<file path="src/hw/rtl/gbm_pkg.sv">
package gbm_pkg;

  // defaults for the top-level parameters
  localparam int SAMPLE_BITS_DEFAULT        = 16;
  localparam int COEF_FRACTION_BITS_DEFAULT = 14;
  localparam int STATE_BITS_DEFAULT         = 48;

  // fixed widths
  localparam int COEF_BITS   = 16;
  localparam int MAG_BITS    = 48;

  // block results waiting between recurrence and power/root stage
  localparam int QUEUE_DEPTH = 2;

  typedef enum logic [2:0] {
    BK_IDLE,
    BK_MUL_C,
    BK_MUL_CS,
    BK_MUL_SQ1,
    BK_MUL_SQ2,
    BK_PREP,
    BK_ROOT,
    BK_DONE
  } back_state_t;

endpackage

</file>
<file path="src/hw/rtl/gbm_front.sv">
module gbm_front #(
  parameter int SAMPLE_BITS        = gbm_pkg::SAMPLE_BITS_DEFAULT,
  parameter int COEF_FRACTION_BITS = gbm_pkg::COEF_FRACTION_BITS_DEFAULT,
  parameter int STATE_BITS         = gbm_pkg::STATE_BITS_DEFAULT,
  localparam int ENTRY_BITS        = 2 * STATE_BITS + gbm_pkg::COEF_BITS + 1
) (
  input  logic                                clk,
  input  logic                                rst,
  input  logic                                push,
  output logic                                full,
  input  logic signed [SAMPLE_BITS-1:0]       sample,
  input  logic                                last_sample,
  input  logic                                cfg_write,
  input  logic signed [gbm_pkg::COEF_BITS-1:0] cfg_data,
  output logic                                q_push,
  input  logic                                q_full,
  output logic [ENTRY_BITS-1:0]               q_data
);

  localparam int PROD_BITS = STATE_BITS + gbm_pkg::COEF_BITS;
  localparam int SUM_BITS  = PROD_BITS + 2;

  logic signed [gbm_pkg::COEF_BITS-1:0] coef;
  logic signed [STATE_BITS-1:0]         delay_one;
  logic signed [STATE_BITS-1:0]         delay_two;
  logic                                 overflow_seen;

  logic signed [PROD_BITS-1:0]  prod;
  logic signed [PROD_BITS-1:0]  prod_scaled;
  logic signed [SUM_BITS-1:0]   sum;
  logic [SUM_BITS-STATE_BITS:0] sum_top;
  logic                         clip_now;
  logic signed [STATE_BITS-1:0] s_sat;
  logic                         take;

  assign take = push && !q_full;
  assign full = q_full;

  // c * s1, floor-scaled back to state units
  assign prod        = coef * delay_one;
  assign prod_scaled = prod >>> COEF_FRACTION_BITS;
  assign sum = SUM_BITS'(sample) + SUM_BITS'(prod_scaled) - SUM_BITS'(delay_two);

  assign sum_top  = sum[SUM_BITS-1:STATE_BITS-1];
  assign clip_now = !((&sum_top) || (~|sum_top));

  always_comb begin
    if (!clip_now) begin
      s_sat = sum[STATE_BITS-1:0];
    end else if (sum[SUM_BITS-1]) begin
      s_sat = {1'b1, {(STATE_BITS-1){1'b0}}};
    end else begin
      s_sat = {1'b0, {(STATE_BITS-1){1'b1}}};
    end
  end

  assign q_push = take && last_sample;
  assign q_data = {overflow_seen | clip_now, coef, delay_one, s_sat};

  always_ff @(posedge clk) begin
    if (rst) begin
      coef          <= '0;
      delay_one     <= '0;
      delay_two     <= '0;
      overflow_seen <= 1'b0;
    end else begin
      if (cfg_write) begin
        coef <= cfg_data;
      end
      if (take) begin
        if (last_sample) begin
          delay_one     <= '0;
          delay_two     <= '0;
          overflow_seen <= 1'b0;
        end else begin
          delay_two     <= delay_one;
          delay_one     <= s_sat;
          overflow_seen <= overflow_seen | clip_now;
        end
      end
    end
  end

endmodule

</file>
<file path="src/hw/rtl/gbm_queue.sv">
module gbm_queue #(
  parameter int DEPTH = gbm_pkg::QUEUE_DEPTH,
  parameter int WIDTH = 8
) (
  input  logic             clk,
  input  logic             rst,
  input  logic             push,
  input  logic [WIDTH-1:0] wdata,
  output logic             full,
  input  logic             pop,
  output logic [WIDTH-1:0] rdata,
  output logic             empty
);

  localparam int PTR_BITS   = (DEPTH > 1) ? $clog2(DEPTH) : 1;
  localparam int COUNT_BITS = $clog2(DEPTH + 1);

  logic [WIDTH-1:0]      slots [DEPTH];
  logic [PTR_BITS-1:0]   wr_ptr;
  logic [PTR_BITS-1:0]   rd_ptr;
  logic [COUNT_BITS-1:0] fill;
  logic                  do_push;
  logic                  do_pop;

  assign full    = (fill == COUNT_BITS'(DEPTH));
  assign empty   = (fill == '0);
  assign do_push = push && !full;
  assign do_pop  = pop && !empty;
  assign rdata   = slots[rd_ptr];

  always_ff @(posedge clk) begin
    if (do_push) begin
      slots[wr_ptr] <= wdata;
    end
  end

  always_ff @(posedge clk) begin
    if (rst) begin
      wr_ptr <= '0;
      rd_ptr <= '0;
      fill   <= '0;
    end else begin
      if (do_push) begin
        wr_ptr <= (wr_ptr == PTR_BITS'(DEPTH - 1)) ? '0 : wr_ptr + PTR_BITS'(1);
      end
      if (do_pop) begin
        rd_ptr <= (rd_ptr == PTR_BITS'(DEPTH - 1)) ? '0 : rd_ptr + PTR_BITS'(1);
      end
      if (do_push && !do_pop) begin
        fill <= fill + COUNT_BITS'(1);
      end else if (do_pop && !do_push) begin
        fill <= fill - COUNT_BITS'(1);
      end
    end
  end

  a_no_push_when_full: assert property (@(posedge clk) disable iff (rst)
    !(push && full))
    else $error("queue written while full");

  a_fill_bounded: assert property (@(posedge clk) disable iff (rst)
    fill <= COUNT_BITS'(DEPTH))
    else $error("queue fill beyond depth");

endmodule

</file>
<file path="src/hw/rtl/gbm_back.sv">
module gbm_back #(
  parameter int COEF_FRACTION_BITS = gbm_pkg::COEF_FRACTION_BITS_DEFAULT,
  parameter int STATE_BITS         = gbm_pkg::STATE_BITS_DEFAULT,
  localparam int ENTRY_BITS        = 2 * STATE_BITS + gbm_pkg::COEF_BITS + 1
) (
  input  logic                         clk,
  input  logic                         rst,
  input  logic                         q_empty,
  input  logic [ENTRY_BITS-1:0]        q_rdata,
  output logic                         q_pop,
  input  logic                         pop,
  output logic                         empty,
  output logic [gbm_pkg::MAG_BITS-1:0] magnitude,
  output logic                         saturated
);

  localparam int CB   = gbm_pkg::COEF_BITS;
  localparam int MB   = gbm_pkg::MAG_BITS;
  localparam int FB   = COEF_FRACTION_BITS;
  localparam int SB   = STATE_BITS;
  localparam int PW   = 2 * SB + ((FB > CB) ? FB : CB) + 2;
  localparam int EW   = PW + 2 * MB;
  localparam int RAD  = 2 * MB;
  localparam int RW   = MB + 2;
  localparam int CW   = $clog2(((SB > MB) ? SB : MB) + 1);

  gbm_pkg::back_state_t state, state_next;

  logic [SB-1:0] e_s1, e_s2, e_a1, e_a2;
  logic [CB-1:0] e_c, e_ac;
  logic          e_ovf;

  logic [CW-1:0] count;
  logic [PW-1:0] acc, mcand, addend, acc_step;
  logic [SB-1:0] mplier, abs1, abs2;
  logic          mul_sub, neg_cs, ovf_blk, clip;
  logic          step_last, out_load, out_valid;

  logic [EW-1:0]    pext;
  logic [EW-FB-1:0] q_hi;
  logic             clip_c;

  logic [RAD-1:0] rad;
  logic [RW-1:0]  rem, rem_next;
  logic [MB-1:0]  root, root_next;
  logic [RW+1:0]  rem_sh, trial, rem_diff;
  logic           ge;

  // entry layout: {ovf, coef, s2, s1}
  assign e_s1  = q_rdata[SB-1:0];
  assign e_s2  = q_rdata[2*SB-1:SB];
  assign e_c   = q_rdata[2*SB+CB-1:2*SB];
  assign e_ovf = q_rdata[ENTRY_BITS-1];
  assign e_a1  = e_s1[SB-1] ? (~e_s1 + SB'(1)) : e_s1;
  assign e_a2  = e_s2[SB-1] ? (~e_s2 + SB'(1)) : e_s2;
  assign e_ac  = e_c[CB-1] ? (~e_c + CB'(1)) : e_c;

  // shift-add step, one multiplier bit a cycle
  assign step_last = (count == CW'(1));
  assign addend    = mplier[0] ? mcand : '0;
  assign acc_step  = mul_sub ? (acc - addend) : (acc + addend);

  // power scaled back by 2^F, clamped to the root's input range
  assign pext   = {{(2 * MB){acc[PW-1]}}, acc};
  assign q_hi   = pext[EW-1:FB];
  assign clip_c = !acc[PW-1] && (|q_hi[EW-FB-1:RAD]);

  // restoring square root, two radicand bits a step
  assign rem_sh    = {rem, rad[RAD-1 -: 2]};
  assign trial     = {2'b00, root, 2'b01};
  assign ge        = (rem_sh >= trial);
  assign rem_diff  = rem_sh - trial;
  assign rem_next  = ge ? rem_diff[RW-1:0] : rem_sh[RW-1:0];
  assign root_next = {root[MB-2:0], ge};

  always_comb begin
    state_next = state;
    case (state)
      gbm_pkg::BK_IDLE: begin
        if (!q_empty) state_next = gbm_pkg::BK_MUL_C;
      end
      gbm_pkg::BK_MUL_C: begin
        if (step_last) state_next = gbm_pkg::BK_MUL_CS;
      end
      gbm_pkg::BK_MUL_CS: begin
        if (step_last) state_next = gbm_pkg::BK_MUL_SQ1;
      end
      gbm_pkg::BK_MUL_SQ1: begin
        if (step_last) state_next = gbm_pkg::BK_MUL_SQ2;
      end
      gbm_pkg::BK_MUL_SQ2: begin
        if (step_last) state_next = gbm_pkg::BK_PREP;
      end
      gbm_pkg::BK_PREP: begin
        state_next = gbm_pkg::BK_ROOT;
      end
      gbm_pkg::BK_ROOT: begin
        if (step_last) state_next = gbm_pkg::BK_DONE;
      end
      gbm_pkg::BK_DONE: begin
        if (!out_valid || pop) state_next = gbm_pkg::BK_IDLE;
      end
      default: state_next = gbm_pkg::BK_IDLE;
    endcase
  end

  always_comb begin
    q_pop    = 1'b0;
    out_load = 1'b0;
    case (state)
      gbm_pkg::BK_IDLE: q_pop    = !q_empty;
      gbm_pkg::BK_DONE: out_load = !out_valid || pop;
      default: begin
        q_pop    = 1'b0;
        out_load = 1'b0;
      end
    endcase
  end

  always_ff @(posedge clk) begin
    if (rst) begin
      state     <= gbm_pkg::BK_IDLE;
      out_valid <= 1'b0;
    end else begin
      state <= state_next;
      if (out_load) begin
        out_valid <= 1'b1;
      end else if (pop) begin
        out_valid <= 1'b0;
      end
    end
  end

  always_ff @(posedge clk) begin
    case (state)
      gbm_pkg::BK_IDLE: begin
        if (q_pop) begin
          abs1    <= e_a1;
          abs2    <= e_a2;
          neg_cs  <= e_c[CB-1] ^ e_s1[SB-1] ^ e_s2[SB-1];
          ovf_blk <= e_ovf;
          acc     <= '0;
          mcand   <= PW'(e_a1);
          mplier  <= SB'(e_ac);
          mul_sub <= 1'b0;
          count   <= CW'(CB);
        end
      end
      gbm_pkg::BK_MUL_C, gbm_pkg::BK_MUL_CS, gbm_pkg::BK_MUL_SQ1,
      gbm_pkg::BK_MUL_SQ2: begin
        if (!step_last) begin
          acc    <= acc_step;
          mcand  <= mcand << 1;
          mplier <= mplier >> 1;
          count  <= count - CW'(1);
        end else begin
          count <= CW'(SB);
          case (state)
            gbm_pkg::BK_MUL_C: begin
              // |c*s1| becomes the multiplicand for the cross term
              acc     <= '0;
              mcand   <= acc_step;
              mplier  <= abs2;
              mul_sub <= !neg_cs;
            end
            gbm_pkg::BK_MUL_CS: begin
              acc     <= acc_step;
              mcand   <= PW'(abs1) << FB;
              mplier  <= abs1;
              mul_sub <= 1'b0;
            end
            gbm_pkg::BK_MUL_SQ1: begin
              acc     <= acc_step;
              mcand   <= PW'(abs2) << FB;
              mplier  <= abs2;
              mul_sub <= 1'b0;
            end
            default: begin
              acc     <= acc_step;
              mcand   <= '0;
              mplier  <= '0;
              mul_sub <= 1'b0;
            end
          endcase
        end
      end
      gbm_pkg::BK_PREP: begin
        if (acc[PW-1]) begin
          rad <= '0;
        end else if (clip_c) begin
          rad <= '1;
        end else begin
          rad <= q_hi[RAD-1:0];
        end
        clip  <= clip_c;
        rem   <= '0;
        root  <= '0;
        count <= CW'(MB);
      end
      gbm_pkg::BK_ROOT: begin
        rem   <= rem_next;
        root  <= root_next;
        rad   <= rad << 2;
        count <= count - CW'(1);
      end
      gbm_pkg::BK_DONE: begin
        if (out_load) begin
          magnitude <= root;
          saturated <= ovf_blk | clip;
        end
      end
      default: begin
        count <= count;
      end
    endcase
  end

  assign empty = !out_valid;

  a_prep_to_root: assert property (@(posedge clk) disable iff (rst)
    state == gbm_pkg::BK_PREP |=> state == gbm_pkg::BK_ROOT)
    else $error("root stage not entered after prep");

  a_result_held: assert property (@(posedge clk) disable iff (rst)
    out_valid && !pop |=> out_valid && $stable(magnitude) && $stable(saturated))
    else $error("waiting result overwritten");

  a_pop_starts_mul: assert property (@(posedge clk) disable iff (rst)
    q_pop |=> state == gbm_pkg::BK_MUL_C && count == CW'(CB))
    else $error("queue pop did not start the coefficient multiply");

endmodule

</file>
<file path="src/hw/rtl/goertzel_bin_magnitude.sv">
// goertzel single-bin magnitude. samples stream in on push/full, one item per
// clock while full is low, with last_sample marking the end of a block; the
// recurrence s = x + floor(c*s1 / 2^f) - s2 is computed combinationally for
// each sample and saturates to STATE_BITS. twice_cosine holds c = 2cos(pi*omega)
// in q2.14; the user is to write it with twice_cosine_write only while nothing
// is in flight, and the block itself does not enforce this. on the last sample
// the two state values go into a two-entry queue and the recurrence starts the
// next block at once. a back stage with one shared shift-add multiplier forms
// the exact power (s1^2 + s2^2 - c*s1*s2/2^f) one bit a cycle and then takes a
// restoring square root two bits a cycle. full rises only when both queue
// entries hold blocks not yet taken by the back stage, so blocks arriving
// faster than the back stage takes them stall the input. the result (floor
// root, 0 for a non-positive power, all ones with saturated set when it clips)
// waits in an output register and is taken with pop while empty is low
module goertzel_bin_magnitude #(
  parameter int SAMPLE_BITS        = gbm_pkg::SAMPLE_BITS_DEFAULT,
  parameter int COEF_FRACTION_BITS = gbm_pkg::COEF_FRACTION_BITS_DEFAULT,
  parameter int STATE_BITS         = gbm_pkg::STATE_BITS_DEFAULT
) (
  input  logic                                 clk,
  input  logic                                 rst,
  // sample items
  input  logic                                 push,
  output logic                                 full,
  input  logic signed [SAMPLE_BITS-1:0]        sample,
  input  logic                                 last_sample,
  // coefficient register
  input  logic                                 twice_cosine_write,
  input  logic signed [gbm_pkg::COEF_BITS-1:0] twice_cosine,
  // result items
  output logic                                 empty,
  input  logic                                 pop,
  output logic [gbm_pkg::MAG_BITS-1:0]         magnitude,
  output logic                                 saturated
);

  // one queue entry per finished block: {overflow, coefficient, s2, s1}
  localparam int ENTRY_BITS = 2 * STATE_BITS + gbm_pkg::COEF_BITS + 1;

  logic                  q_push;
  logic                  q_full;
  logic [ENTRY_BITS-1:0] q_wdata;
  logic                  q_pop;
  logic                  q_empty;
  logic [ENTRY_BITS-1:0] q_rdata;

  // recurrence, coefficient register and saturation tracking
  gbm_front #(
    .SAMPLE_BITS        (SAMPLE_BITS),
    .COEF_FRACTION_BITS (COEF_FRACTION_BITS),
    .STATE_BITS         (STATE_BITS)
  ) u_front (
    .clk         (clk),
    .rst         (rst),
    .push        (push),
    .full        (full),
    .sample      (sample),
    .last_sample (last_sample),
    .cfg_write   (twice_cosine_write),
    .cfg_data    (twice_cosine),
    .q_push      (q_push),
    .q_full      (q_full),
    .q_data      (q_wdata)
  );

  // decouples the per-sample loop from the slow power/root stage
  gbm_queue #(
    .DEPTH (gbm_pkg::QUEUE_DEPTH),
    .WIDTH (ENTRY_BITS)
  ) u_queue (
    .clk   (clk),
    .rst   (rst),
    .push  (q_push),
    .wdata (q_wdata),
    .full  (q_full),
    .pop   (q_pop),
    .rdata (q_rdata),
    .empty (q_empty)
  );

  // exact power, square root and the output register
  gbm_back #(
    .COEF_FRACTION_BITS (COEF_FRACTION_BITS),
    .STATE_BITS         (STATE_BITS)
  ) u_back (
    .clk       (clk),
    .rst       (rst),
    .q_empty   (q_empty),
    .q_rdata   (q_rdata),
    .q_pop     (q_pop),
    .pop       (pop),
    .empty     (empty),
    .magnitude (magnitude),
    .saturated (saturated)
  );

endmodule
</file>
<file path="config.mk">
export PLATFORM = sky130hd
export DESIGN_NAME = goertzel_bin_magnitude
export DESIGN_NICKNAME = d
export VERILOG_FILES = /design/src/hw/rtl/gbm_pkg.sv /design/src/hw/rtl/gbm_front.sv /design/src/hw/rtl/gbm_queue.sv /design/src/hw/rtl/gbm_back.sv /design/src/hw/rtl/goertzel_bin_magnitude.sv
export SDC_FILE = /design/constraint.sdc
export NUM_CORES = 2
export LEC_CHECK = 0
export ABC_AREA = 1
export BUFFER_PORTS_ARGS = -buffer_cell sky130_fd_sc_hd__buf_2
export CORE_UTILIZATION = 35
export DETAILED_ROUTE_END_ITERATION = 8
export GPL_ROUTABILITY_DRIVEN = 0
export GPL_TIMING_DRIVEN = 0
export HOLD_SLACK_MARGIN = 0.15
export PLACE_DENSITY = 0.5
export SETUP_SLACK_MARGIN = 0.3
export SLEW_MARGIN = 10
export SYNTH_ARGS = -nofsm -noshare
export SYNTH_HDL_FRONTEND = slang
export SYNTH_SLANG_ARGS = --single-unit
</file>
<file path="constraint.sdc">
create_clock -name clk -period 20.3 [get_ports clk]
set_input_delay 2.03 -clock clk [delete_from_list [all_inputs] [get_ports clk]]
set_output_delay 2.03 -clock clk [all_outputs]
set_load 0.02 [all_outputs]
</file>
# == Word level (Yosys, flattened, before mapping) ==
# Memory sizes are Yosys's and may differ from the RTL's. A register that Yosys moved wholly into a read port is not among the register bits.
# Cells that the tools add are included.
# classes
addsub,13
multipliers,1
n_lt_le_gt_ge,1
eq_ne,18
n_mux,55
n_bitwise,7
n_reduce_logical,36
# ops
cell,n
$mux W114,7
$pmux W114 S2,2
$pmux W114 S3,1
$mux W48,7
$pmux W48 S2,3
$mux W96,2
$pmux W96 S2,1
$add A114 B114 Y114,1
$sub A114 B114 Y114,1
$pmux W50 S2,1
$add A48 B1 Y48 const B,2
$not A48 Y48,2
$mul A16 B48 Y64,1
$ge A52 B50 Y1,1
$sub A51 B48 Y52,1
$add A16 B50 Y51,1
$mux W50,1
$sub A50 B50 Y50,1
$mux W47,1
$pmux W3 S8,1
$pmux W6 S4,1
$mux W3,7
$reduce_and A19 Y1,1
$reduce_or A19 Y1,1
32 further kinds,83
# word_totals
reg_bits,746
ramBits,226
out_inout_bits,51
mem_count,1
# mem_list
name,words,word_bits,rd,rd_clocked_by_memory_dff,wr,line_no,rtl
u_queue.slots,2,113,1,1,1,gbm_queue.sv:18,logic [WIDTH-1:0] slots [DEPTH];

# == Longest topological paths before layout ==
# depth
ltp_word,9
ltp_mapped,51

# == Cells and area by module ==
# From an unflattened synthesis, not the netlist that was laid out.
# hier_totals
cells_unflattened,12079
area_unflattened_um2,92849.0
# by_module_without_submodules
mod,n_inst,cells_each,area_each_um2,seq_area_each_um2
gbm_back,1,6718,47959.7,18848.1
gbm_front,1,4972,36199.7,2262.2
gbm_queue,1,389,8689.6,6886.6

# == Worst setup path before layout ==
# No wires, ideal clock.
# synth_path
kind,register to register
from,reg u_queue.fill[0]
to,"reg u_back.acc[0], enable pin"
setup_ns,1.297
t_arrival_ns,19.682
setup_slack_ns,-0.679
stages_incl_launch_ff,3
period_less_slack_ns,20.979
path_cell_list,dfxtp_1 > nor2_1 > o21ai_0
# synth_between
elab_chain_cells,5
# synth_rtl
item,line_no,rtl
start: declaration,gbm_queue.sv:21,logic [COUNT_BITS-1:0] fill;
start signal: assignment,gbm_queue.sv:50,fill <= fill + COUNT_BITS'(1);
start signal: assignment,gbm_queue.sv:52,fill <= fill - COUNT_BITS'(1);
$logic_not A2 Y1,gbm_queue.sv:26,assign empty = (fill == '0);
$logic_not A1 Y1,--,
$mux W1,gbm_back.sv:110,case (state)
$ne A2 B2 Y1 (no source line),--,
$reduce_and A2 Y1 (no source line),--,
end signal: assignment,gbm_back.sv:152,acc <= acc_step;
end signal: assignment,gbm_back.sv:167,acc <= acc_step;
end signal: assignment,gbm_back.sv:173,acc <= acc_step;
end: declaration,gbm_back.sv:34,"logic [PW-1:0] acc, mcand, addend, acc_step;"
# No other way between the ends.
# A chain may end at the register's enable or synchronous reset.

# == Worst setup path in the final report ==
# layout_path
from,reg u_front.delay_one[23]
to,mem u_queue.slots[0][112] (netlist bit) (data pin)
# layout_between
elab_chain_cells,8
# layout_rtl
item,line_no,rtl
start: declaration,gbm_front.sv:24,logic signed [STATE_BITS-1:0] delay_one;
start signal: assignment,gbm_front.sv:77,delay_one <= s_sat;
$mul A16 B48 Y64 *,gbm_front.sv:40,assign prod = coef * delay_one;
$add A16 B50 Y51 *,gbm_front.sv:42,assign sum = SUM_BITS'(sample) + SUM_BITS'(prod_scaled) - SUM_BITS'(delay_two);
$sub A51 B48 Y52 *,gbm_front.sv:42,
$reduce_or A19 Y1,gbm_front.sv:45,assign clip_now = !((&sum_top) || (~|sum_top));
$logic_not A1 Y1,gbm_front.sv:45,
$logic_or A1 B1 Y1 *,gbm_front.sv:45,
$logic_not A1 Y1 *,gbm_front.sv:45,
$or A1 B1 Y1 *,gbm_front.sv:58,"assign q_data = {overflow_seen | clip_now, coef, delay_one, s_sat};"
via q_wdata[112],goertzel_bin_magnitude.sv:42,logic [ENTRY_BITS-1:0] q_wdata;
end: declaration,gbm_queue.sv:18,
# Mark *: on every way through the listed nets, which the timed path passes. The rest lies on a longest branch.

==> summary.txt <==
Syn Inst Count = 11,500
P&R area growth vs syn = 10.3%
Total CTS buffers = 111
Actual slew at the worst max-slew pin = 1480 ps
M1 wire length = 153 mm
DR WL/cell = 23.5 um
Die footprint = 0.259 mm^2
Grt total ovfl = 0
Num Clock Sinks = 973
I/O Buffers = 87
CP Class = reg2reg
Startpoint Class = register
Fmax = 79.6 MHz
Worst Slack Setup Final = 7730 ps
Pin count of the biggest net entering global routing = 36
Share of the synthesized area in the top cell type = 28.4%
Synth warnings = 0
Synth unique cells = 67
Clock skew = 81.4 ps
Hold-fix buffers at CTS = 0
Min-delay src = u_back.root[40]$_SDFFCE_PN0P_
Ys flop type = edfxtp_1
Min-Delay Path Depth = 0
Sum of negative setup slack = 0 ps
Synthesized flop and latch total = 973
Worst-path fanout max = 10
WP data arrival = 13,060 ps
Final-report setup violation count = 0
Final Max Slew Viols = 0
RSZ-0062 raised after global routing = false
Cells on worst reg2reg path = 42
Worst-case clock buffer depth = 3
Detail Placement HPWL = 299 mm
RR Endpoint = u_queue.slots[0][112]$_DFFE_PP_
Core ar. = 0.255 mm^2
Hold Crit Class = reg2reg
Routed via count = 79,400
R2R setup slack = 7730 ps
DRC errors left = 0
Commonest non-fill, non-tap cell in the layout = nand2_1
Routed vias/inst = 5.23
DRT iter0 DRCs = 8,446
Final cell count without fillers = 15,200
Max transition margin = 1.02%
First-pass GRT wire length = 526 mm
Setup bufs post-CTS = 0
Register area share after synthesis = 31.1%
Final critical-path required period = 12,570 ps
Crit path required time = 20,790 ps
Total wire length = 358 mm
Status = completed
Post-synth EDFFs = 851
Top sig layer = met5
CTS clk-pin slew, worst paths = 60 ps
Die width = 509 um
GRT Util Overall = 27.6%
Initial Util = 35.3%
Fraction of registers with async set or reset after synthesis = 0%
Critical Path Most Common Cell = nand2_1
Setup WS pre-CTS = 8160 ps
Antenna viol nets, final = 0
TritonCTS clock tree = done
Avg Cell Area, Syn = 7.83 um^2
FP Rows = 185
Root Buffer = clkbuf_16
Final nets = 12,900
Endpoints failing hold = 0
Share of cells above drive strength 1 = 4.50%
Clk Latency, worst-skew pair = 820 ps
CP peak stage delay = 960 ps
Drt pass-1 iters = 6
Die H = 509 um
Initial antenna violation count = 21
Vias in the first global route = 79,600
Cell taking the most area after synthesis = edfxtp_1
Met2 WL = 158 mm
Most frequent cells in the layout = nand2_1 (2,811), inv_1 (2,201), nor2_1 (1,176)
H-tree levels = 3
Met3 wire length = 28.7 mm
RR Startpoint = u_front.delay_one[23]$_SDFFE_PP0P_
Crit-path slowest cell = clkbuf_1
Syn_nets = 12,700
IO Count = 89
Fin crit share = 61.9%
Area contributors post-synth = edfxtp_1 (28%), fa_1 (17%), nand2_1 (12%)
Post_cts resized = 0
Placed cells = 15,000
Crit end category = register
Worst Hold End = u_back.magnitude[40]$_DFFE_PP_
Netlist Area Pre-Place = 0.0900 mm^2
Max Cap Viol = 0
synthesized netlist by cell type (all sizes together), types with 31 or more instances:
library cell,n
nand2,2820
inv,2256
nor2,1205
edfxtp,851
fa,760
a21oi,642
o21ai,619
ha,365
clkbuf,298
xor2,275
nand3,238
xnor2,128
dfxtp,122
nor3,109
buf,105
or2,95
nand4,86
a31oi,62
o21a,45
o21bai,44
mux2i,40
nor4,39
a22o,35
nand3b,34
o211ai,34
a21o,31
metal layers:
layer | vias to the layer above | GRT usage, %
met4 | 6 | 11.8
met5 | - | 0
li1 | 36500 | -
met2 | 3359 | 43.2
met1 | 38900 | 37.3
met3 | 662 | 4.72
metrics by stage:
stage               util [%]  instance area (um^2)  hold WS (ps)
finish                  38.9                 99200           448
global route            38.9                 99200           466
CTS                     38.9                 99200           444
detailed placement      37.4                 95400           434
global placement        37.1                 94600           434
floorplan                  -                 90000           424
registers in the layout, summed over array words and instances (netlist names), 2 cells and up, named ones only:
name / count
u_front.delay_one: 48
u_back.abs2: 48
u_back.root: 48
u_back.rad: 96
u_queue.slots: 226
u_front.delay_two: 48
u_back.acc: 114
u_back.state: 3
u_front.coef: 16
u_back.abs1: 48
u_back.rem: 50
u_back.magnitude: 48
u_back.mplier: 48
u_back.count: 6
u_back.mcand: 114
u_queue.fill: 2
worst max path at each step:
stage                                            start                         endpoint  slack, ps  depth (start not counted)
floorplan                 u_queue.fill[0]$_SDFFE_PP0P_      u_back.acc[0]$_SDFFCE_PP0P_       6800                          2
global placement          u_queue.fill[0]$_SDFFE_PP0P_     u_back.acc[97]$_SDFFCE_PP0P_        200                          2
detailed placement  u_front.delay_one[24]$_SDFFE_PP0P_  u_queue.slots[0][112]$_DFFE_PP_       8160                         42
CTS                 u_front.delay_one[23]$_SDFFE_PP0P_  u_queue.slots[0][112]$_DFFE_PP_       8150                         42
global route        u_front.delay_one[23]$_SDFFE_PP0P_  u_queue.slots[0][112]$_DFFE_PP_       7300                         42
finish              u_front.delay_one[23]$_SDFFE_PP0P_  u_queue.slots[0][112]$_DFFE_PP_       7730                         42
cells by family after synthesis:
logic type	share of synthesized area (%)
buffers and inverters	11.3
and+or+nand+nor	21.1
AOI/OAI and AO/OA	10.1
xor gates and xnor gates	3.93
adders and majority gates	22.0
DFF	31.1
muxes	0.445
layout make-up:
cell class,count,area [um^2]
repair buffers,121,1170
clock inverters,67,880
plain buffers,403,1720
fillers,26600,156000
flip-flops and latches,973,28000
diodes,3,7.51
inverters,2261,8490
multi-input cells,7851,51800
well taps,3366,4210
clock buffers,139,2950
critical path, delay by kind of cell (launching register included):
kind	cells	cell delay (ps)
adder cells (fa/ha/maj)	9	4630
flip-flops	1	390
buffers and inverters	11	2910
AND/OR/NAND/NOR	16	2360
AO/OA/AOI/OAI	6	1930
Power is left out: the tool's default activity adds up to more than one toggle a clock period on the data nets, which glitch-free logic cannot reach.
